<file path="config.mk">
export PLATFORM = sky130hd
export DESIGN_NAME = tra_ctrl
export DESIGN_NICKNAME = d
export VERILOG_FILES = /design/src/hdl/tra_pkg.sv /design/src/hdl/tra_ctrl.sv
export SDC_FILE = /design/constraint.sdc
export NUM_CORES = 1
export LEC_CHECK = 0
export ABC_AREA = 1
export BUFFER_PORTS_ARGS = -buffer_cell sky130_fd_sc_hd__buf_4
export CORE_AREA = 2 2 49 51
export DETAILED_ROUTE_END_ITERATION = 16
export DIE_AREA = 0 0 51 53
export HOLD_SLACK_MARGIN = 0.08
export PLACE_DENSITY_LB_ADDON = 0.25
export SKIP_CTS_REPAIR_TIMING = 1
export SYNTH_ARGS = -nofsm -noshare
export SYNTH_HDL_FRONTEND = slang
export SYNTH_SLANG_ARGS = --single-unit
</file>
<file path="constraint.sdc">
create_clock -name clk_i -period 1.8 [get_ports clk_i]
set_clock_uncertainty 0.2 [all_clocks]
set_input_delay 0.54 -clock clk_i [delete_from_list [all_inputs] [get_ports clk_i]]
set_output_delay 0.54 -clock clk_i [all_outputs]
set_load 0.01 [all_outputs]
</file>
<file path="src/hdl/tra_pkg.sv">
// ----------------------------------------------------------------------------
// tra_pkg
// Shared types and constants for the tilemap rectangle attribute block.
// ----------------------------------------------------------------------------
`default_nettype none

package tra_pkg;

  localparam int TILE_W      = 16;
  localparam int IDX_W       = 10;
  localparam int COL_W       = 5;
  localparam int ROW_W       = IDX_W - COL_W;
  localparam int STORE_DEPTH = 2 ** IDX_W;
  localparam int COORD_W     = 16;
  localparam int FLIP_W      = 4;
  localparam int CLIP_W      = 20;

  // clipping constants; the row correction differs from the column one
  localparam int EDGE_LIMIT  = 'h1d;
  localparam int X_CORRECT   = 'h1e;
  localparam int Y_CORRECT   = 'h14;
  localparam int FLIP_SHIFT  = 12;
  localparam logic [TILE_W-1:0] ATTR_BIT = TILE_W'('h1000);

  typedef enum logic [1:0] {
    OP_WRITE = 2'd0,
    OP_READ  = 2'd1,
    OP_RECT  = 2'd2,
    OP_CLEAR = 2'd3
  } op_e;

  typedef enum logic [3:0] {
    ST_IDLE,
    ST_DECODE,
    ST_WRITE,
    ST_READ,
    ST_CLEAR,
    ST_CLIP_A,
    ST_CLIP_B,
    ST_CLIP_C,
    ST_CHECK,
    ST_RECT,
    ST_DRAIN,
    ST_DONE
  } state_e;

  typedef struct packed {
    logic capture;
    logic mem_write;
    logic mem_read;
    logic clip_a;
    logic clip_b;
    logic clip_c;
    logic check;
    logic rect_step;
    logic set_dirty;
    logic clr_dirty;
    logic load_out;
  } cmd_t;

  typedef struct packed {
    op_e  opcode;
    logic rect_ok;
    logic rect_last;
  } status_t;

endpackage

`default_nettype wire

</file>
<file path="src/hdl/tra_ctrl.sv">
// ----------------------------------------------------------------------------
// tra_ctrl
// Sequencer: decodes the held item, steps clipping and the tile sweep, and
// owns the result valid flag.
// ----------------------------------------------------------------------------
`default_nettype none

module tra_ctrl
  import tra_pkg::*;
(
  input  wire logic    clk_i,
  input  wire logic    rst_ni,
  input  wire logic    in_valid_i,
  output logic         in_ready_o,
  output logic         out_valid_o,
  input  wire logic    out_ready_i,
  input  wire status_t status_i,
  output cmd_t         cmd_o
);

  state_e state_q, state_d;
  logic   out_valid_q, out_valid_d;
  logic   out_free;

  assign out_free = !out_valid_q || out_ready_i;

  always_comb begin
    state_d = state_q;
    case (state_q)
      ST_IDLE: begin
        if (in_valid_i) state_d = ST_DECODE;
      end
      ST_DECODE: begin
        case (status_i.opcode)
          OP_WRITE: state_d = ST_WRITE;
          OP_READ:  state_d = ST_READ;
          OP_RECT:  state_d = ST_CLIP_A;
          OP_CLEAR: state_d = ST_CLEAR;
          default:  state_d = ST_CLEAR;
        endcase
      end
      ST_WRITE:  state_d = ST_DONE;
      ST_READ:   state_d = ST_DONE;
      ST_CLEAR:  state_d = ST_DONE;
      ST_CLIP_A: state_d = ST_CLIP_B;
      ST_CLIP_B: state_d = ST_CLIP_C;
      ST_CLIP_C: state_d = ST_CHECK;
      ST_CHECK: begin
        state_d = status_i.rect_ok ? ST_RECT : ST_DONE;
      end
      ST_RECT: begin
        if (status_i.rect_last) state_d = ST_DRAIN;
      end
      ST_DRAIN: state_d = ST_DONE;
      ST_DONE: begin
        if (out_free) state_d = ST_IDLE;
      end
      default: state_d = ST_IDLE;
    endcase
  end

  always_comb begin
    cmd_o      = '0;
    in_ready_o = 1'b0;
    case (state_q)
      ST_IDLE: begin
        in_ready_o    = 1'b1;
        cmd_o.capture = in_valid_i;
      end
      ST_WRITE:  cmd_o.mem_write = 1'b1;
      ST_READ:   cmd_o.mem_read  = 1'b1;
      ST_CLEAR:  cmd_o.clr_dirty = 1'b1;
      ST_CLIP_A: cmd_o.clip_a    = 1'b1;
      ST_CLIP_B: cmd_o.clip_b    = 1'b1;
      ST_CLIP_C: cmd_o.clip_c    = 1'b1;
      ST_CHECK:  cmd_o.check     = 1'b1;
      ST_RECT:   cmd_o.rect_step = 1'b1;
      ST_DRAIN:  cmd_o.set_dirty = 1'b1;
      ST_DONE:   cmd_o.load_out  = out_free;
      default: begin
        cmd_o = '0;
      end
    endcase
  end

  always_comb begin
    out_valid_d = out_valid_q;
    if (cmd_o.load_out) begin
      out_valid_d = 1'b1;
    end else if (out_ready_i) begin
      out_valid_d = 1'b0;
    end
  end

  always_ff @(posedge clk_i or negedge rst_ni) begin
    if (!rst_ni) begin
      state_q     <= ST_IDLE;
      out_valid_q <= 1'b0;
    end else begin
      state_q     <= state_d;
      out_valid_q <= out_valid_d;
    end
  end

  assign out_valid_o = out_valid_q;

endmodule

`default_nettype wire

</file>
# ---- Word level (Yosys, flattened, before mapping)
# Cells that the tools add are included.
dict set report totals {
  ff_bits 5
  elab_cells 46
}
dict set report op_classes {
  n_eq_ne 17
  mux 20
  reduce_logical 7
}
# cell n
set ops {}
lappend ops {{4-bit one-hot mux with 9 select lines} 1}
lappend ops {{4-bit by 3-bit == test with 1-bit output, second input constant} 4}
lappend ops {{4-bit == test, second input constant} 4}
lappend ops {{4-bit one-hot mux with 4 select lines} 1}
lappend ops {{1-bit two-way mux} 14}
lappend ops {{4-bit two-way mux} 3}
lappend ops {{4-bit by 2-bit == test with 1-bit output, second input constant} 2}
lappend ops {{2-bit != test, second input constant} 3}
lappend ops {{2-bit == test, second input constant} 2}
lappend ops {{4-bit by 1-bit == test with 1-bit output, second input constant} 1}
lappend ops {{4-bit logical NOT} 1}
lappend ops {{4-bit OR reduction} 1}
lappend ops {{3-bit AND reduction} 1}
lappend ops {{2-bit by 1-bit == test with 1-bit output, second input constant} 1}
lappend ops {{2-bit logical NOT} 1}
lappend ops {{2-bit two-way mux} 1}
lappend ops {{2-bit nonzero test} 1}
lappend ops {{1-bit logical NOT} 1}
lappend ops {{1-bit logical OR} 1}

# ---- Longest topological paths before layout
dict set report logic_depth {
  depth_word 4
  depth_mapped 8
  depth_no_buf 8
}

# ---- Least setup slack after synthesis
# Ideal clock, no wire load.
dict set report synth_timing {
  path_type {input to output}
  startpoint {in out_ready_i}
  endpoint {out cmd_o[0] in the netlist's numbering}
  path_slack_ps -23
  path_buffers 1
  t_arrival_ps 1083
  stages 4
  t_required_ps 1060
  path_cell_list {or2_2 inv_1 nor2_1 buf_4}
}
# item line
set synth_lines {}
lappend synth_lines {{from (decl)} tra_ctrl.sv:16} ;# input wire logic out_ready_i,
lappend synth_lines {{to (decl)} tra_ctrl.sv:18} ;# output cmd_t cmd_o

==> flow_summary.yaml <==
critical_path:
  cp-start-kind: "flop"
  criticalPathCategory: "flop to output port"
  cp_cell_sequence: "inv_2, nand2_2, nor3_4, buf_4"
  crit_path_max_incr_delay_ns: 0.40
  cp.buffers_inverters: 2
  cp-end-kind: "output port"
  crit_arrival_ns: 1.21
  rr_worst_depth: 4
  worstReg2RegEnd: "state_q[2]"
  reg2reg_setup_slack_ns: 0.33
  worstPathRequired_ns: 1.06
  delay_heaviest_family_cp: "flip-flops"
  slowest_stage: "sky130_fd_sc_hd__dfrtp_1"
  critical_path.max_fanout: 4
  r2r_start: "state_q[1]"
floorplanning:
  start_util_pct: 23.6
  dieArea_um2: 2700
  core.rowCount: 17
  die_wd_um: 51
  chipHeight_um: 53
  io_pins: 21
  coreArea_um2: 2150
routing:
  drt_pass1_iterations: 4
  dr.first_iter.drc_count: 3
  postRouteWirelength_mm: 1.28
  wl_per_cell_um: 8.83
  ant_nets: 0
  route.detailed.vias_per_inst: 4.03
  post-route-drc-count: 0
  via_count: 584
yosys:
  yosysTopAreaCellShare_pct: 24.7
  biggest_area_consumer_among_synthesized_cells: "sky130_fd_sc_hd__dfrtp_1"
  synth-seq-area-share_pct: 24.7
  netlist_area_um2: 507
  synth-edff-count: 0
  synth-main-ff-cell: "sky130_fd_sc_hd__dfrtp_1"
  netlist_top_cells_area: "sky130_fd_sc_hd__dfrtp_1 (25%), sky130_fd_sc_hd__nand2_1 (15%), sky130_fd_sc_hd__inv_1 (13%), sky130_fd_sc_hd__nor2_1 (13%), sky130_fd_sc_hd__ha_1 (9.9%)"
  post_synth_inst_count: 83
  synth-seq-cells: 5
  ys_async_sr_fraction_pct: 100
  number_of_warnings_printed_during_yosys_synthesis: 0
  postSynthAreaPerCell_um2: 6.11
  syn_nets: 95
  synth_cell_types: 16
  synthMostInstantiatedCell: "sky130_fd_sc_hd__nand2_1"
  ys_top_cells_by_count: "sky130_fd_sc_hd__nand2_1 (20), sky130_fd_sc_hd__inv_1 (18), sky130_fd_sc_hd__nor2_1 (17)"
min_path:
  hp-start: "status_i[0]"
  hold-path-endpoint: "state_q[0]"
  worstHoldPathCells: 4
  hold_class: "input port to flop"
finish:
  antenna-diode-count: 0
  finish.instance_area_um2: 838
  layout-drive-gt1-share_pct: 47.0
  final-seq-area_um2: 129
  layout.core_utilization_pct: 39.0
  design.final.nets: 130
  area_growth_pct: 65.4
  multiInputGateArea_um2: 345
  num-fill-cells: 239
sta:
  final-hold-violation-count: 0
  maxSlewHeadroom_pct: 77.2
  finalCritPeriodShare_pct: 108
  timing.final.crit_period_ns: 1.95
  fin_ws_ns: -0.148
  tightest_slew_ns: 0.336
  drv_slew: 0
  grt_setup_unrepaired: "yes"
  final-setup-viol-count: 12
  max_clock_freq_mhz: 513
clocking:
  tritoncts_clock_tree: "yes"
  number_of_buffers_added_by_the_clock_tree_synthesis_step: 3
  clk_root_buffer_cell: "sky130_fd_sc_hd__clkbuf_4"
  cts_num_sinks: 5
  cts.reportedPaths.clkPinSlew_ns: 0.05
  cts-root-to-sink-buffers: 2
  cts.htree.levels: 1
  clock_insertion_delay_worst_skew_ns: 0.24
outcome:
  outcome: "complete, but fails checks"
  failed_checks: "negative setup slack"
placed_design:
  place.gp.congestion: 0.786
  port_buffers: 20
  place_area_um2: 717
  place_hpwl_mm: 1.03
power_and_ir_drop:
  power_density_nw_per_um2: 1540
  internal_power_component_mw: 0.676
  post-layout-total-power_mw: 1.29
  vdd.ir_drop.worst_v: 0.000479
  pwr-share-seq_pct: 21.2
  switchingPower_mw: 0.617
  power.share.switching_pct: 47.7
  leakagePower_nw: 0.494
  pwr-share-comb_pct: 69.1
  p_clk_share_pct: 9.7
global_route:
  grt_pass1_vias: 524
  grt_antenna_before_repair: 0
  grt.overflow.total: 0
  grt_first_pass_wirelength_mm: 1.97
  globalRouteTotalUtil_pct: 9.55
  grt_start_max_net_pins: 8
job:
  cap_violations: 0
[per-stage QoR]
stage	hold WS (ns)	TNS, ns	instances	setup slack (ns)
after floorplan	0.0444	0	83	0.0596
after global routing	0.416	-2.09	145	-0.210
after global placement	0.141	-0.0364	134	-0.0364
final	0.391	-1.19	145	-0.148
after CTS	-0.112	-1.59	138	-0.188
after detailed placement	0.143	-0.0503	134	-0.0503
[placed cells by master (no fill, tap or decap), types with 2 or more instances in the layout]
master and instances:
sky130_fd_sc_hd__nand3_1 4, sky130_fd_sc_hd__buf_4 30, sky130_fd_sc_hd__nor3_2 2, sky130_fd_sc_hd__nand2_1 17, sky130_fd_sc_hd__inv_1 15, sky130_fd_sc_hd__nand2_2 5, sky130_fd_sc_hd__dfrtp_2 3, sky130_fd_sc_hd__ha_1 4
sky130_fd_sc_hd__nor2_2 4, sky130_fd_sc_hd__inv_2 3, sky130_fd_sc_hd__nor2_4 3, sky130_fd_sc_hd__dfrtp_1 2, sky130_fd_sc_hd__nor2_1 14, sky130_fd_sc_hd__clkbuf_4 3
[layer usage]
layer / share of wire [%] / global-route usage, %
met2: 53 / 17.1
met5: 0 / 0
met3: 6.1 / 1.41
met4: 0 / 4.05
met1: 40 / 11.3
[cell type report]
class	instances	share of cell area, %
multi-input combinational	59	41.2
timing repair buffer	31	28.1
sequential	5	15.4
inverter	18	8.06
tap	28	4.18
clock buffer	4	3.13
[flip-flops by register name, summed over array words and instances (netlist names)]
register	count
out_valid_o	1
state_q	4
[cell families after synthesis]
group           synth area share, %
compound gates                 3.70
fa+ha+maj                      9.88
flops                          24.7
buf+inv                        14.8
simple gates                   46.9
[how the worst max path moves through the flow]
stage	slack, ns	end	startpoint	cells after the start
global placement	-0.04	cmd_o[0]	out_ready_i	5
detailed placement	-0.05	cmd_o[0]	out_ready_i	5
finish	-0.15	cmd_o[4]	state_q[2]	4
global route	-0.21	cmd_o[10]	state_q[3]	5
CTS	-0.19	cmd_o[4]	state_q[2]	4
floorplan	0.06	cmd_o[0]	out_ready_i	4
[tightest hold or removal path, delay by kind of cell]
family | cells | cell delay, ns
buffers and inverters | 2 | 0.14
AO/OA/AOI/OAI | 1 | 0.06
AND/OR/NAND/NOR | 1 | 0.05
[power by group through the flow]
stage	logic, mW	clock network, mW	registers [mW]
after floorplan	0.475	0	0.236
after global placement	0.771	0	0.246
after detailed placement	0.767	0	0.244
after CTS	0.770	0.130	0.243
after global routing	1.01	0.139	0.285
final	0.894	0.126	0.274
Power figures use the tool's default switching activity.
